## src/hw/rtl/wfps_pkg.sv

```systemverilog
// Shared types and constants for the water-filling path splitter
`default_nettype none
package wfps_pkg;
    localparam int NumPaths = 4;
    localparam int IdxW = $clog2(NumPaths);
    localparam int CntW = $clog2(NumPaths + 1);
    localparam int DataW = 32;
    localparam logic [2:0] PathCountReset = 3'd4;
    localparam logic [1:0] AddrPathCount = 2'd0;
    // ceil(2^33 / 3): exact quotient by three for any 32-bit numerator
    localparam logic [DataW-1:0] DivThreeRecip = 32'hAAAA_AAAB;

    typedef logic signed [DataW-1:0] t_bal;
    typedef logic [DataW-1:0] t_word;

    typedef struct packed {
        logic        fill;
        logic [CntW-1:0] active;
        logic [DataW:0]  each;
        logic [CntW-1:0] extra;
    } t_round;
endpackage
`default_nettype wire

```

## src/hw/rtl/wfps_lane.sv

```systemverilog
// One path lane: rank position and share accumulator
`default_nettype none
module wfps_lane (
    input  wire logic              i_clk,
    input  wire logic              i_clear,
    input  wire wfps_pkg::t_round  i_round,
    input  wire logic [wfps_pkg::CntW-1:0] i_rank,
    output logic [wfps_pkg::DataW-1:0]     o_share
);
    import wfps_pkg::*;
    logic [DataW-1:0] r_share;
    logic [DataW-1:0] n_share;

    always_comb begin
        n_share = r_share;
        if (i_clear) begin
            n_share = '0;
        end else if (i_round.fill && (i_rank < i_round.active)) begin
            n_share = r_share + i_round.each[DataW-1:0]
                + {{(DataW-1){1'b0}}, (i_rank < i_round.extra)};
        end
    end

    always_ff @(posedge i_clk) begin
        r_share <= n_share;
    end

    assign o_share = r_share;
endmodule
`default_nettype wire

```

## config.mk

```make
export PLATFORM = sky130hd
export DESIGN_NAME = wfps_lane
export DESIGN_NICKNAME = d
export VERILOG_FILES = /design/src/hw/rtl/wfps_pkg.sv /design/src/hw/rtl/wfps_lane.sv
export SDC_FILE = /design/constraint.sdc
export NUM_CORES = 1
export LEC_CHECK = 0
export BUFFER_PORTS_ARGS = -buffer_cell sky130_fd_sc_hd__buf_2
export CAP_MARGIN = 20
export CORE_MARGIN = 8
export CORE_UTILIZATION = 36
export CTS_CLUSTER_DIAMETER = 150
export CTS_CLUSTER_SIZE = 24
export DETAILED_ROUTE_END_ITERATION = 6
export HOLD_SLACK_MARGIN = 0.02
export SLEW_MARGIN = 30
export SYNTH_ARGS = -nofsm -noshare
export SYNTH_HDL_FRONTEND = slang
export SYNTH_SLANG_ARGS = --single-unit
```

## constraint.sdc

```tcl
create_clock -name i_clk -period 3.27 [get_ports i_clk]
set_input_delay 0.327 -clock i_clk [delete_from_list [all_inputs] [get_ports i_clk]]
set_output_delay 0.327 -clock i_clk [all_outputs]
set_load 0.1 [all_outputs]
```

; After elaboration in Yosys (flattened, before gate mapping)
; Cells that the tools add are included.
[word_totals]
reg_bits = 32
out_inout_bits = 32
wordCells = 6
in_bits = 45
[classes]
add_sub_neg = 2
reduce_logical = 1
n_lt_le_gt_ge = 2
[op_table]
columns = cell, n
row1 = adder 32 x 1 -> 32 bit, 1
row2 = adder 32 bit, 1
row3 = less-than comparator 3 bit, 2
row4 = logical AND 1 bit, 1

; Depth between registers and ports, before layout
[logic_depth]
word_depth = 2
mapped_depth = 13
ltp_nobuf = 13

; Worst setup path before layout
; Ideal clock, no wire load.
[synth_timing]
kind = register to register
from = register r_share[8] (netlist: o_share[8])
to = register r_share[28] (netlist: o_share[28])
n_path_buf = 0
t_arrival_ps = 2944
path_slack_ps = 207
required_ps = 3151
path_stages_with_launch = 10
synth_period_minus_slack_ps = 3063
setup_ps = 119
path_cell_list = dfxtp_1 > ha_1 > o21a_1 > o211ai_1 > a311o_1 > o31ai_2 > a31o_2 > o21ai_0 > xnor2_1 > a22o_1
[synth_between]
elab_chain_cells = 2
[synth_lines]
columns = element, line
row1 = from (decl), wfps_lane.sv:11  ; logic [DataW-1:0] r_share;
row2 = from (signal assigned), wfps_lane.sv:25  ; r_share <= n_share;
row3 = adder 32 bit, wfps_lane.sv:19  ; n_share = r_share + i_round.each[DataW-1:0]
row4 = adder 32 x 1 -> 32 bit, wfps_lane.sv:20  ; + {{(DataW-1){1'b0}}, (i_rank < i_round.extra)};
; Every way passes these cells.
; A chain may end at the register's enable or synchronous reset.

; Final worst setup path
[layout_timing]
from = input i_rank[1] (netlist bit)
to = register r_share[27] (netlist: o_share[27])
[layout_between]
elab_chain_cells = 2
elab_cells_between_ends = 4
cone_classes = add/sub (1) / order compare (2) / reduce/logical (1)
[layout_lines]
columns = element, line
row1 = from (decl), wfps_lane.sv:7  ; input wire logic [wfps_pkg::CntW-1:0] i_rank,
row2 = less-than comparator 3 bit (on tied branches), "wfps_lane.sv:20, wfps_lane.sv:18"
row3 = adder 32 x 1 -> 32 bit / logical AND 1 bit (equally long branches), "wfps_lane.sv:20, wfps_lane.sv:18"
; Several ways; a longest one is shown, not always the timed one.

==> out/results.txt <==
Area growth from synthesis to layout -> 21.8%
Worst reg-to-reg setup slack -> 0.58 ns
FF+latch count, synth -> 32
Max FFs per register -> 32
First-pass iteration count of the detailed router -> 6
DPL Wire Length -> 5210 µm
Via-to-Cell Ratio -> 5.08
CTS Hold Bufs -> 0
Clock Skew -> 0.00747 ns
LEAKAGE -> 0.00153 µW
Hold Fails Final Rpt -> 0
Critical Path RT -> 3.48 ns
Kind of end point of the critical path -> register
Layout Cells excl Fill -> 513
Largest net degree at the start of global routing -> 40
DR iter-0 viols -> 54
Die width -> 101 µm
Clock-pin slew on the worst setup and hold paths -> 0.07 ns
Synth Instances -> 340
Drt total wl -> 6920 µm
Num Clock Sinks -> 32
Slew Viols, Final -> 0
Post-synth EDFFs -> 0
Post-route cell area -> 3170 µm²
Largest cells by area after synthesis -> dfxtp_1 25%, ha_1 16%, nand2_1 8.4%, a21oi_1 7.9%, xnor2_1 4.7%
Setup CP Type -> in -> reg
Core area -> 7140 µm²
Die area -> 10200 µm²
Fin crit period -> 2.86 ns
Period utilization -> 87.5%
Kind of start point of the critical path -> primary input
Cell Pwr Density -> 503 nW/µm²
Yosys top cell by area -> dfxtp_1
Maxcap violations -> 0
Post-CTS Setup Inserts -> 0
Slew HR -> 53.7%
Initial antenna violation count -> 0
# DRC -> 0
Tightest Pin Transition -> 0.695 ns
CTS tree -> yes
Worst-path fanout max -> 5
Initial Util -> 36.5%
HP Class -> in -> reg
ANT cells -> 0
Status -> finished, final reports clean
Fmax -> 350 MHz
Worst EP arrival -> 3.07 ns
Avg Inst Size Synth -> 7.65 µm²
PostCTS Resize Cnt -> 0
Maximum VDD drop -> 0.218 mV
TNS Setup -> 0 ns
CTS Buf Count -> 5
Netlist cell types -> 49
Antenna Violating Nets Remaining -> 0
RSZ-0062 raised after global routing -> false
Top-level port count -> 77
Clk root buf -> clkbuf_8
H-tree levels -> 2
WL/cell -> 13.5 µm
Clock Path Buffers -> 2
Vias in the first global route -> 2599
Placed Instance Area -> 3080 µm²
Worst-Skew Late Latency -> 0.29 ns
First-pass GRT wire length -> 11600 µm
Placed cells -> 505
Layout cells sized above 1 -> 21.3%
Placer's final routability congestion estimate -> 0.811
Predominant post-synthesis flop cell -> dfxtp_1
Port bufs -> 75
Vias post-DR -> 2604
Syn nets -> 420
Gr ovfl total -> 0
GR Util All Layers -> 13.8%
Post-synthesis sequential area ratio -> 24.6%
Total power -> 1590 µW
Yosys warning count -> 0
Final-stage net count -> 493
Final setup violation count -> 0
Cell Rows -> 31
Die H -> 101 µm
Synthesized cell area -> 2600 µm²
Top cell type's share of synthesized area -> 24.6%
Ys async rst share -> 0%
worst max-delay path, stage by stage:
cell and delay [ns]:
buf_2 0.11, ha_1 0.27, a21o_1 0.10, a21oi_1 0.07, fa_1 0.42, a211o_1 0.32, a21o_1 0.19, a21oi_2 0.26
o31ai_2 0.16, a31o_2 0.29, o21ai_1 0.22, mux2i_1 0.22, o2bb2ai_1 0.12
path summary, 6_finish.rpt:
check / start / endpoint / cells past startpoint
setup / recovery: i_rank[1] / o_share[27] / 13
hold / removal: i_round[34] / o_share[31] / 4
setup reg to reg: o_share[9] / o_share[28] / 9
hold reg to reg: o_share[7] / o_share[7] / 2
cell usage after synthesis (all sizes together) (2+ instances only):
cell / count
a21oi: 42
nor2: 20
inv: 15
ha: 34
o31a: 4
nand3: 8
dfxtp: 32
o21a: 4
o21ai: 15
nand4: 3
o31ai: 2
a211o: 3
nand2b: 2
nor3b: 2
xor2: 6
a211oi: 7
nand2: 58
o211ai: 3
and3: 3
a22o: 2
mux2i: 2
a21o: 9
a31oi: 3
or3: 3
o21bai: 3
xnor2: 14
nor3: 8
nand3b: 2
nor4b: 3
clkbuf: 12
per-layer routing:
layer / GRT usage [%] / vias to the layer above / share of wire, %
li1: - / 1369 / -
met1: 16.3 / 1180 / 47
met2: 23.9 / 49 / 46
met3: 4.07 / 6 / 5.9
met4: 3.44 / 0 / 0.98
met5: 0 / - / 0
cell usage in the layout (no fill, tap or decap), types with 2 or more instances in the layout:
| cell | instances |
|---|---|
| dfxtp_1 | 32 |
| nor2_1 | 20 |
| xnor2_1 | 14 |
| nand2_1 | 58 |
| nand2b_1 | 2 |
| clkbuf_1 | 2 |
| o21bai_1 | 3 |
| a22o_1 | 2 |
| o31a_1 | 4 |
| nand3_1 | 8 |
| nor3_1 | 8 |
| clkbuf_8 | 6 |
| nor3b_1 | 2 |
| a211oi_1 | 7 |
| nand4_1 | 3 |
| o211ai_1 | 3 |
| a21oi_1 | 41 |
| ha_1 | 34 |
| nor4b_1 | 3 |
| a31oi_1 | 3 |
| a211o_1 | 3 |
| nand3b_1 | 2 |
| inv_1 | 15 |
| o21ai_0 | 12 |
| or3_1 | 3 |
| and3_1 | 3 |
| buf_4 | 3 |
| a21o_1 | 9 |
| o21a_1 | 4 |
| buf_2 | 75 |
| xor2_1 | 6 |
| mux2i_1 | 2 |
| o21ai_1 | 3 |
metrics by stage:
| stage | utilization [%] | setup WS (ns) | hold WS (ns) |
|---|---|---|---|
| 4_1_cts | 44.4 | 0.399 | 0.418 |
| 2_1_floorplan | - | 0.207 | 0.578 |
| 3_5_place_dp | 43.1 | 0.0827 | 0.461 |
| 5_1_grt | 44.4 | 0.258 | 0.449 |
| 3_3_place_gp | 43.1 | 0.134 | 0.455 |
| 6_report | 44.4 | 0.409 | 0.430 |
final cells by class:
type	instances	area, µm²
Timing Repair Buffer	78	398
Fill cell	771	3970
Multi-Input combinational cell	281	1860
Sequential cell	32	641
Tap cell	99	124
Clock buffer	8	90.1
Inverter	15	56.3
cell families after synthesis:
| kind of cell | share of synthesized area (%) |
|---|---|
| AOI/OAI and AO/OA | 25.8 |
| adders and majority gates | 17.1 |
| and+or+nand+nor | 21.1 |
| buffers and inverters | 3.89 |
| DFF | 24.6 |
| muxes | 0.769 |
| xor gates and xnor gates | 6.73 |
power by group:
group	switching, µW	leakage [µW]	internal, µW
combinational	568	0.00123	238
clock	155	0.0000455	172
sequential	30.3	0.000262	431
total	753	0.00153	841
Power figures use the tool's default switching activity.
